$ cat src/design/pbrp_pkg.sv
`default_nettype none

package pbrp_pkg;

  localparam int unsigned CAP_W       = 11;
  localparam int unsigned VAR_W       = 64;
  localparam int unsigned SCORE_W     = 32;
  localparam int unsigned OUT_DEPTH_D = 2;

  localparam logic [CAP_W-1:0] CAP_RESET = 11'd256;

  localparam logic [6:0] VAR_MASK  = 7'h7F;
  localparam logic [3:0] VAR_MAXB  = 4'd10;
  localparam logic [2:0] TYPE_MASK = 3'h7;

  localparam logic [2:0] WT_VARINT = 3'd0;
  localparam logic [2:0] WT_FIX64  = 3'd1;
  localparam logic [2:0] WT_LEN    = 3'd2;
  localparam logic [2:0] WT_FIX32  = 3'd5;

  localparam logic [1:0] ST_OK      = 2'd0;
  localparam logic [1:0] ST_BADTYPE = 2'd1;
  localparam logic [1:0] ST_TRUNC   = 2'd2;

  typedef struct packed {
    logic                warn_en;
    logic [7:0]          wbyte;
    logic                wstart;
    logic                sum_en;
    logic [SCORE_W-1:0]  score;
    logic [1:0]          status;
  } bundle_t;

endpackage

`default_nettype wire

$ cat src/design/pbrp_parser.sv
`default_nettype none

module pbrp_parser (
  input  wire logic                          clk,
  input  wire logic                          rst_n,
  input  wire logic                          cfg_we,
  input  wire logic [pbrp_pkg::CAP_W-1:0]    cfg_wdata,
  input  wire logic                          in_valid,
  output logic                               in_ready,
  input  wire logic [7:0]                    in_data_byte,
  input  wire logic                          in_last,
  input  wire logic                          q_full,
  output logic                               push,
  output pbrp_pkg::bundle_t                  push_data
);

  localparam logic [2:0] PH_TAG     = 3'd0;
  localparam logic [2:0] PH_VARSKIP = 3'd1;
  localparam logic [2:0] PH_LEN     = 3'd2;
  localparam logic [2:0] PH_SCORE   = 3'd3;
  localparam logic [2:0] PH_SKIPN   = 3'd4;
  localparam logic [2:0] PH_BODY    = 3'd5;
  localparam logic [2:0] PH_HALT    = 3'd6;

  localparam int unsigned VW = pbrp_pkg::VAR_W;
  localparam int unsigned SW = pbrp_pkg::SCORE_W;
  localparam int unsigned CW = pbrp_pkg::CAP_W;

  logic [CW-1:0] cap_r;
  logic          in_vld_r;
  logic [7:0]    byte_r;
  logic          last_r;

  logic [2:0]    ph_r, ph_nxt;
  logic [VW-1:0] acc_r, acc_nxt;
  logic [3:0]    cnt_r, cnt_nxt;
  logic          pend_r, pend_nxt;
  logic [VW-1:0] rem_r, rem_nxt;
  logic [SW-1:0] hold_r, hold_nxt;
  logic [SW-1:0] asm_r, asm_nxt;
  logic [CW-1:0] wemit_r, wemit_nxt;
  logic          err_r, err_nxt;

  logic          fire;
  logic [6:0]    shift;
  logic [VW-1:0] acc_fed;
  logic [3:0]    cnt_inc;
  logic          done;
  logic [31:0]   field;
  logic [2:0]    wt;
  logic [VW-1:0] rem_dec;
  logic [1:0]    k;
  logic [SW-1:0] asm_new;
  logic          emit;
  logic [1:0]    status;

  assign fire     = in_vld_r && !q_full;
  assign in_ready = !in_vld_r || fire;

  always_ff @(posedge clk) begin
    if (!rst_n) begin
      cap_r <= pbrp_pkg::CAP_RESET;
    end else if (cfg_we) begin
      cap_r <= cfg_wdata;
    end
  end

  always_ff @(posedge clk) begin
    if (!rst_n) begin
      in_vld_r <= 1'b0;
    end else if (in_ready) begin
      in_vld_r <= in_valid;
    end
  end

  always_ff @(posedge clk) begin
    if (in_valid && in_ready) begin
      byte_r <= in_data_byte;
      last_r <= in_last;
    end
  end

  assign shift   = {cnt_r, 3'b000} - {3'b000, cnt_r};
  assign acc_fed = shift[6] ? acc_r
                            : (acc_r | (VW'(byte_r[6:0] & pbrp_pkg::VAR_MASK) << shift[5:0]));
  assign cnt_inc = cnt_r + 4'd1;
  assign done    = !byte_r[7] || (cnt_inc >= pbrp_pkg::VAR_MAXB);
  assign field   = acc_fed[34:3];
  assign wt      = acc_fed[2:0] & pbrp_pkg::TYPE_MASK;
  assign rem_dec = rem_r - VW'(1);
  assign k       = 2'd0 - rem_r[1:0];
  assign asm_new = asm_r | (SW'(byte_r) << {k, 3'b000});
  assign emit    = (cap_r != '0) && (({1'b0, wemit_r} + (CW+1)'(1)) < {1'b0, cap_r});

  always_comb begin
    ph_nxt    = ph_r;
    acc_nxt   = acc_r;
    cnt_nxt   = cnt_r;
    pend_nxt  = pend_r;
    rem_nxt   = rem_r;
    hold_nxt  = hold_r;
    asm_nxt   = asm_r;
    wemit_nxt = wemit_r;
    err_nxt   = err_r;
    push_data = '0;
    case (ph_r)
      PH_TAG: begin
        if (done) begin
          acc_nxt = '0;
          cnt_nxt = '0;
          if (field == 32'd1) begin
            if (wt == pbrp_pkg::WT_FIX32) begin
              hold_nxt = '0;
              asm_nxt  = '0;
              rem_nxt  = VW'(4);
              ph_nxt   = PH_SCORE;
            end
          end else if (field == 32'd2) begin
            if (wt == pbrp_pkg::WT_LEN) begin
              pend_nxt = 1'b1;
              ph_nxt   = PH_LEN;
            end
          end else begin
            case (wt)
              pbrp_pkg::WT_VARINT: ph_nxt = PH_VARSKIP;
              pbrp_pkg::WT_FIX64: begin
                rem_nxt = VW'(8);
                ph_nxt  = PH_SKIPN;
              end
              pbrp_pkg::WT_LEN: begin
                pend_nxt = 1'b0;
                ph_nxt   = PH_LEN;
              end
              pbrp_pkg::WT_FIX32: begin
                rem_nxt = VW'(4);
                ph_nxt  = PH_SKIPN;
              end
              default: begin
                err_nxt = 1'b1;
                ph_nxt  = PH_HALT;
              end
            endcase
          end
        end else begin
          acc_nxt = acc_fed;
          cnt_nxt = cnt_inc;
        end
      end
      PH_VARSKIP: begin
        if (done) begin
          acc_nxt = '0;
          cnt_nxt = '0;
          ph_nxt  = PH_TAG;
        end else begin
          acc_nxt = acc_fed;
          cnt_nxt = cnt_inc;
        end
      end
      PH_LEN: begin
        if (done) begin
          rem_nxt   = acc_fed;
          acc_nxt   = '0;
          cnt_nxt   = '0;
          wemit_nxt = '0;
          if (acc_fed == '0) begin
            ph_nxt = PH_TAG;
          end else begin
            ph_nxt = pend_r ? PH_BODY : PH_SKIPN;
          end
        end else begin
          acc_nxt = acc_fed;
          cnt_nxt = cnt_inc;
        end
      end
      PH_SCORE: begin
        asm_nxt = asm_new;
        rem_nxt = rem_dec;
        if (rem_dec == '0) begin
          hold_nxt = asm_new;
          ph_nxt   = PH_TAG;
        end
      end
      PH_SKIPN: begin
        rem_nxt = rem_dec;
        if (rem_dec == '0) begin
          ph_nxt = PH_TAG;
        end
      end
      PH_BODY: begin
        if (emit) begin
          push_data.warn_en = 1'b1;
          push_data.wbyte   = byte_r;
          push_data.wstart  = (wemit_r == '0);
          wemit_nxt         = wemit_r + CW'(1);
        end
        rem_nxt = rem_dec;
        if (rem_dec == '0) begin
          ph_nxt = PH_TAG;
        end
      end
      default: begin
      end
    endcase

    if (err_nxt) begin
      status = pbrp_pkg::ST_BADTYPE;
    end else if (ph_nxt != PH_TAG || cnt_nxt != '0) begin
      status = pbrp_pkg::ST_TRUNC;
    end else begin
      status = pbrp_pkg::ST_OK;
    end

    if (last_r) begin
      push_data.sum_en = 1'b1;
      push_data.score  = hold_nxt;
      push_data.status = status;
      ph_nxt    = PH_TAG;
      acc_nxt   = '0;
      cnt_nxt   = '0;
      pend_nxt  = 1'b0;
      rem_nxt   = '0;
      hold_nxt  = '0;
      asm_nxt   = '0;
      wemit_nxt = '0;
      err_nxt   = 1'b0;
    end
  end

  assign push = fire && (push_data.warn_en || push_data.sum_en);

  always_ff @(posedge clk) begin
    if (!rst_n) begin
      ph_r    <= PH_TAG;
      acc_r   <= '0;
      cnt_r   <= '0;
      pend_r  <= 1'b0;
      rem_r   <= '0;
      hold_r  <= '0;
      asm_r   <= '0;
      wemit_r <= '0;
      err_r   <= 1'b0;
    end else if (fire) begin
      ph_r    <= ph_nxt;
      acc_r   <= acc_nxt;
      cnt_r   <= cnt_nxt;
      pend_r  <= pend_nxt;
      rem_r   <= rem_nxt;
      hold_r  <= hold_nxt;
      asm_r   <= asm_nxt;
      wemit_r <= wemit_nxt;
      err_r   <= err_nxt;
    end
  end

endmodule

`default_nettype wire

$ cat src/design/pbrp_out_queue.sv
`default_nettype none

module pbrp_out_queue #(
  parameter int unsigned DEPTH = pbrp_pkg::OUT_DEPTH_D
) (
  input  wire logic                          clk,
  input  wire logic                          rst_n,
  input  wire logic                          push,
  input  wire pbrp_pkg::bundle_t             push_data,
  output logic                               full,
  output logic                               out_valid,
  input  wire logic                          out_ready,
  output logic                               out_is_summary,
  output logic [7:0]                         out_warn_byte,
  output logic                               out_warn_start,
  output logic [pbrp_pkg::SCORE_W-1:0]       out_score_bits,
  output logic [1:0]                         out_status,
  output logic                               out_last_of_run
);

  localparam int unsigned IW = (DEPTH > 1) ? $clog2(DEPTH) : 1;
  localparam int unsigned NW = $clog2(DEPTH + 1);

  pbrp_pkg::bundle_t mem_r [DEPTH];
  logic [IW-1:0] wptr_r;
  logic [IW-1:0] rptr_r;
  logic [NW-1:0] count_r;
  logic          sent_warn_r;

  pbrp_pkg::bundle_t head;
  logic              show_sum;
  logic              xfer;
  logic              pop;

  assign head      = mem_r[rptr_r];
  assign full      = (count_r == NW'(DEPTH));
  assign out_valid = (count_r != '0);
  assign show_sum  = !head.warn_en || sent_warn_r;
  assign xfer      = out_valid && out_ready;
  assign pop       = xfer && (show_sum || !head.sum_en);

  assign out_is_summary  = show_sum;
  assign out_warn_byte   = show_sum ? 8'd0 : head.wbyte;
  assign out_warn_start  = show_sum ? 1'b0 : head.wstart;
  assign out_score_bits  = show_sum ? head.score : '0;
  assign out_status      = show_sum ? head.status : pbrp_pkg::ST_OK;
  assign out_last_of_run = show_sum || !head.sum_en;

  always_ff @(posedge clk) begin
    if (push) begin
      mem_r[wptr_r] <= push_data;
    end
  end

  always_ff @(posedge clk) begin
    if (!rst_n) begin
      wptr_r      <= '0;
      rptr_r      <= '0;
      count_r     <= '0;
      sent_warn_r <= 1'b0;
    end else begin
      if (push) begin
        wptr_r <= (wptr_r == IW'(DEPTH - 1)) ? '0 : wptr_r + IW'(1);
      end
      if (pop) begin
        rptr_r <= (rptr_r == IW'(DEPTH - 1)) ? '0 : rptr_r + IW'(1);
      end
      if (push && !pop) begin
        count_r <= count_r + NW'(1);
      end else if (pop && !push) begin
        count_r <= count_r - NW'(1);
      end
      if (pop) begin
        sent_warn_r <= 1'b0;
      end else if (xfer) begin
        sent_warn_r <= 1'b1;
      end
    end
  end

  a_no_overflow: assert property (@(posedge clk) disable iff (!rst_n)
    push |-> !full)
    else $error("push into full result queue");

  a_count_range: assert property (@(posedge clk) disable iff (!rst_n)
    count_r <= NW'(DEPTH))
    else $error("result queue count out of range");

  a_sent_has_head: assert property (@(posedge clk) disable iff (!rst_n)
    sent_warn_r |-> (out_valid && head.warn_en && head.sum_en))
    else $error("half-sent entry without a pending summary");

  a_summary_follows: assert property (@(posedge clk) disable iff (!rst_n)
    (xfer && !out_is_summary && !out_last_of_run) |=> (out_valid && out_is_summary))
    else $error("summary does not follow its warning byte");

endmodule

`default_nettype wire

$ cat src/design/protobuf_response_parser.sv
// Channel  | Handshake              | Payload
// ---------+------------------------+------------------------------------------------
// in       | in_valid / in_ready    | in_data_byte, in_last
// out      | out_valid / out_ready  | out_is_summary, out_warn_byte, out_warn_start,
//          |                        | out_score_bits, out_status, out_last_of_run
// cfg      | cfg_we                 | cfg_wdata (warning capacity)
//
// One byte per cycle unless stalled: a byte sits in the input register while the parser
// state and its results are computed, then the results go to the result queue.
// Results leave one per cycle while out_ready is high; a warning byte precedes its summary.
// Reset (rst_n low, synchronous) restores capacity 256 and the tag-expecting state.
// A full result queue stalls the input register; in_ready does not depend on out_ready.
`default_nettype none

module protobuf_response_parser #(
  parameter int unsigned OUT_DEPTH = pbrp_pkg::OUT_DEPTH_D
) (
  input  wire logic                          clk,
  input  wire logic                          rst_n,
  input  wire logic                          cfg_we,
  input  wire logic [pbrp_pkg::CAP_W-1:0]    cfg_wdata,
  input  wire logic                          in_valid,
  output logic                               in_ready,
  input  wire logic [7:0]                    in_data_byte,
  input  wire logic                          in_last,
  output logic                               out_valid,
  input  wire logic                          out_ready,
  output logic                               out_is_summary,
  output logic [7:0]                         out_warn_byte,
  output logic                               out_warn_start,
  output logic [pbrp_pkg::SCORE_W-1:0]       out_score_bits,
  output logic [1:0]                         out_status,
  output logic                               out_last_of_run
);

  logic              q_full;
  logic              push;
  pbrp_pkg::bundle_t push_data;

  pbrp_parser u_parser (
    .clk          (clk),
    .rst_n        (rst_n),
    .cfg_we       (cfg_we),
    .cfg_wdata    (cfg_wdata),
    .in_valid     (in_valid),
    .in_ready     (in_ready),
    .in_data_byte (in_data_byte),
    .in_last      (in_last),
    .q_full       (q_full),
    .push         (push),
    .push_data    (push_data)
  );

  pbrp_out_queue #(
    .DEPTH (OUT_DEPTH)
  ) u_out_queue (
    .clk             (clk),
    .rst_n           (rst_n),
    .push            (push),
    .push_data       (push_data),
    .full            (q_full),
    .out_valid       (out_valid),
    .out_ready       (out_ready),
    .out_is_summary  (out_is_summary),
    .out_warn_byte   (out_warn_byte),
    .out_warn_start  (out_warn_start),
    .out_score_bits  (out_score_bits),
    .out_status      (out_status),
    .out_last_of_run (out_last_of_run)
  );

endmodule

`default_nettype wire
$ cat config.mk
export PLATFORM = sky130hd
export DESIGN_NAME = protobuf_response_parser
export DESIGN_NICKNAME = d
export VERILOG_FILES = /design/src/design/pbrp_pkg.sv /design/src/design/pbrp_parser.sv /design/src/design/pbrp_out_queue.sv /design/src/design/protobuf_response_parser.sv
export SDC_FILE = /design/constraint.sdc
export NUM_CORES = 1
export LEC_CHECK = 0
export BUFFER_PORTS_ARGS = -buffer_cell sky130_fd_sc_hd__buf_2
export CAP_MARGIN = 30
export CELL_PAD_IN_SITES_DETAIL_PLACEMENT = 2
export CELL_PAD_IN_SITES_GLOBAL_PLACEMENT = 2
export CORE_ASPECT_RATIO = 2
export CORE_UTILIZATION = 39
export DETAILED_ROUTE_END_ITERATION = 12
export PLACE_DENSITY_LB_ADDON = 0.1
export SLEW_MARGIN = 5
export SYNTH_ARGS = -nofsm -noshare
export SYNTH_HDL_FRONTEND = slang
export SYNTH_SLANG_ARGS = --single-unit
$ cat constraint.sdc
create_clock -name clk -period 6.71 [get_ports clk]
set_clock_uncertainty 0.15 [all_clocks]
set_input_delay 0.3355 -clock clk [delete_from_list [all_inputs] [get_ports clk]]
set_output_delay 0.3355 -clock clk [all_outputs]
set_load 0.02 [all_outputs]
==> impl_metrics.tcl <==
set metrics [dict create \
    run_status "finished clean" \
    filler_cell_count 5265 \
    syn_to_final_growth_pct 12.8 \
    clkSlewWorstSetupHoldPaths_ns 0.07 \
    yosysMostFrequentCell "a21oi_1" \
    final_number_of_setup_violating_endpoints 0 \
    gp_congestion 0.913 \
    worst_ep_required_time_ns 6.89 \
    timing_max_transition_violations_final 0 \
    crit_fanout 13 \
    io_pins 72 \
    clock_tree_buf_depth 3 \
    register_area_share_after_synthesis_pct 40.5 \
    layout-drive-gt1-share_pct 11.4 \
    worstSetupStartpointType "flip-flop" \
    timing.setup.critical_path_class "reg -> reg" \
    core_um2 47400 \
    holdCritPathClass "in -> reg" \
    die_h_um 312 \
    num_vias 17795 \
    syn-mean-instance-area_um2 8.45 \
    first_global_vias 19690 \
    wire_per_inst_um 27.7 \
    max_freq_mhz 171 \
    layout.cell_area.non_filler_um2 21100 \
    cts_resized 0 \
    grt_start_max_net_pins 79 \
    cts.sinks 329 \
    clockRootBuffer "clkbuf_16" \
    ys_warnings 0 \
    initial_core_util_pct 39.5 \
    irDropWorstVdd_uv 157 \
    cts_buffers 31 \
    tritoncts "built" \
    ys_top_cells_by_area "dfxtp_1 25%, edfxtp_1 16%, a21oi_1 6.6%" \
    worstReg2RegStart "u_parser.cnt_r[3]" \
    multiInputGateArea_um2 10300 \
    unrepaired_setup_endpoints_after_global_routing "no" \
    first_iter_violations 644 \
    slew-limit-headroom_pct 28.7 \
    antennaDiodeCount 0 \
    place_hpwl_mm 58.6 \
    netlist_instances 2213 \
    power_per_cell_area_nw_per_um2 256 \
    final_hold_violation_count 0 \
    worst_setup_path_end_kind "flip-flop" \
    syn-cell-area_um2 18700 \
    grt.total_usage_pct 32.7 \
    portBuffers 71 \
    power.leakage_nw 7.72 \
    synth-seq-cells 329 \
    share_of_the_clock_period_used_by_the_worst_path_after_layout_pct 87.0 \
    post-synth-top-area-fraction_pct 24.6 \
    yosysTopAreaCell "dfxtp_1" \
    route.antenna.remaining_nets 0 \
    synth.lib_cells_used.distinct 82 \
    grt_overflow 0 \
    layout_min_cycle_time_ns 5.84 \
    layout.nets 2271 \
    vias_per_cell 6.17 \
    synth_top_flop_cell "dfxtp_1" \
    synth.net_count 2257 \
    register_area_um2 7580 \
    hold_slack_ns 0.0316 \
    clock_insertion_delay_at_the_later_pin_of_the_skew_report_ns 0.59 \
    rows 113 \
    floorplan.die.width_um 157 \
    finalSetupTns_ns 0 \
    synth-edff-count 99 \
    drtPass1Iterations 5 \
    antenna_found_initial 0 \
    final_core_utilization_pct 44.5 \
    ys_async_sr_fraction_pct 0 \
    cp-startpoint "u_parser.cnt_r[3]" \
    die_area_um2 48900 \
    postRouteWirelength_mm 79.8 \
    cp_data_arrival_time_ns 6.02 \
    dpl_cell_area_um2 19700 \
    worstHoldStart "out_ready" \
    post_synth_most_frequent_cells "246 x a21oi_1, 231 x nor2_1, 230 x dfxtp_1" \
    htree_levels 1 \
    route.detailed.drc 0 \
    max_cap_viol_count 0 \
    tightest_slew_ns 1.07 \
    wire_length_of_the_first_global_routing_pass_mm 120 \
]
-- cells by family after synthesis --
group / count (synthesis) / synth area share [%]
xor+xnor: 69 / 3.23
buf+inv: 220 / 4.76
flops: 329 / 40.5
fa+ha+maj: 19 / 1.27
simple gates: 829 / 23.5
mux: 68 / 3.95
compound gates: 679 / 22.8
-- cells in the final DEF (no fill, tap or decap), types with 39 or more instances in the layout --
cell	instances
mux2i_1	57
a21oi_1	245
nor2_1	228
buf_2	71
o22ai_1	41
and2_1	57
edfxtp_1	99
a22oi_1	42
xnor2_1	39
dfxtp_1	229
nor4_1	59
nor2b_1	75
or3_1	44
buf_4	68
nand2_1	97
nor3_1	70
o21a_1	72
o21ai_0	82
and3_1	41
-- metrics by stage --
stage / total power [mW] / worst slack, ns / std cells
finish: 5.41 / 0.872 / 2883
global route: 5.59 / 0.461 / 2883
CTS: 5.44 / 0.889 / 2883
detailed placement: 3.38 / 0.918 / 2805
global placement: 3.34 / 1.21 / 2802
floorplan: 2.93 / 1.38 / 2213
-- routing by layer --
| layer | vias to the layer above | track usage (%) | wire length (um) | part of all wire, % |
|---|---|---|---|---|
| met1 | 9002 | 29.8 | 26400 | 33 |
| met4 | 0 | 27.5 | 7600 | 9.5 |
| met2 | 411 | 63.1 | 43500 | 55 |
| met3 | 250 | 3.12 | 2300 | 2.9 |
| met5 | - | 0 | 0 | 0 |
| li1 | 8132 | - | - | - |
-- sequential cells by signal (all words and copies together) (netlist names), 2 cells and up, named ones only --
register             flops
u_parser.rem_r          64
u_parser.ph_r            3
u_parser.byte_r          8
u_parser.acc_r          64
u_parser.cap_r          11
u_parser.hold_r         32
u_parser.cnt_r           4
u_out_queue.mem_r       90
u_out_queue.count_r      2
u_parser.asm_r          32
u_parser.wemit_r        11
-- power by group --
part	switching (mW)	total (mW)	internal [mW]	leakage, nW
clock	0.846	2.04	1.20	0.556
sequential	0.0483	2.14	2.09	2.80
combinational	0.844	1.23	0.385	4.37
-- area by class of cell --
type | count | share of cell area, %
repair buffers | 163 | 5.39
flip-flops and latches | 329 | 35.9
clock inverters | 24 | 1.75
well taps | 632 | 3.75
multi-input cells | 1664 | 48.8
clock buffers | 33 | 3.71
inverters | 38 | 0.676
-- what timing repair did --
item	CTS	global route
endpoints found under the hold margin	21	0
hold buffers	21	0
setup buffers	0	0
-- final timing paths --
path | to | cells past startpoint | slack, ns
worst max-delay path | u_out_queue.mem_r[1][1] | 15 | 0.87
worst min-delay path | u_out_queue.sent_warn_r | 4 | 0.03
worst max register to register | u_out_queue.mem_r[1][1] | 15 | 0.87
worst min register to register | u_parser.asm_r[8] | 1 | 0.32
-- worst max-delay path, stage by stage, from the launching register on --
cell and delay (ns):
dfxtp_1 0.53, inv_1 0.23, ha_1 0.48, buf_4 0.24
or4_1 0.46, and2_1 0.29, a21boi_1 0.31, o31ai_1 0.18
or4_1 0.57, nand4b_1 0.21, nor4_2 0.51, and2_1 0.38
a21boi_0 0.27, a22oi_1 0.32, nand2_1 0.09, o311a_1 0.36
Note: power is estimated with default switching activity, not from simulation.
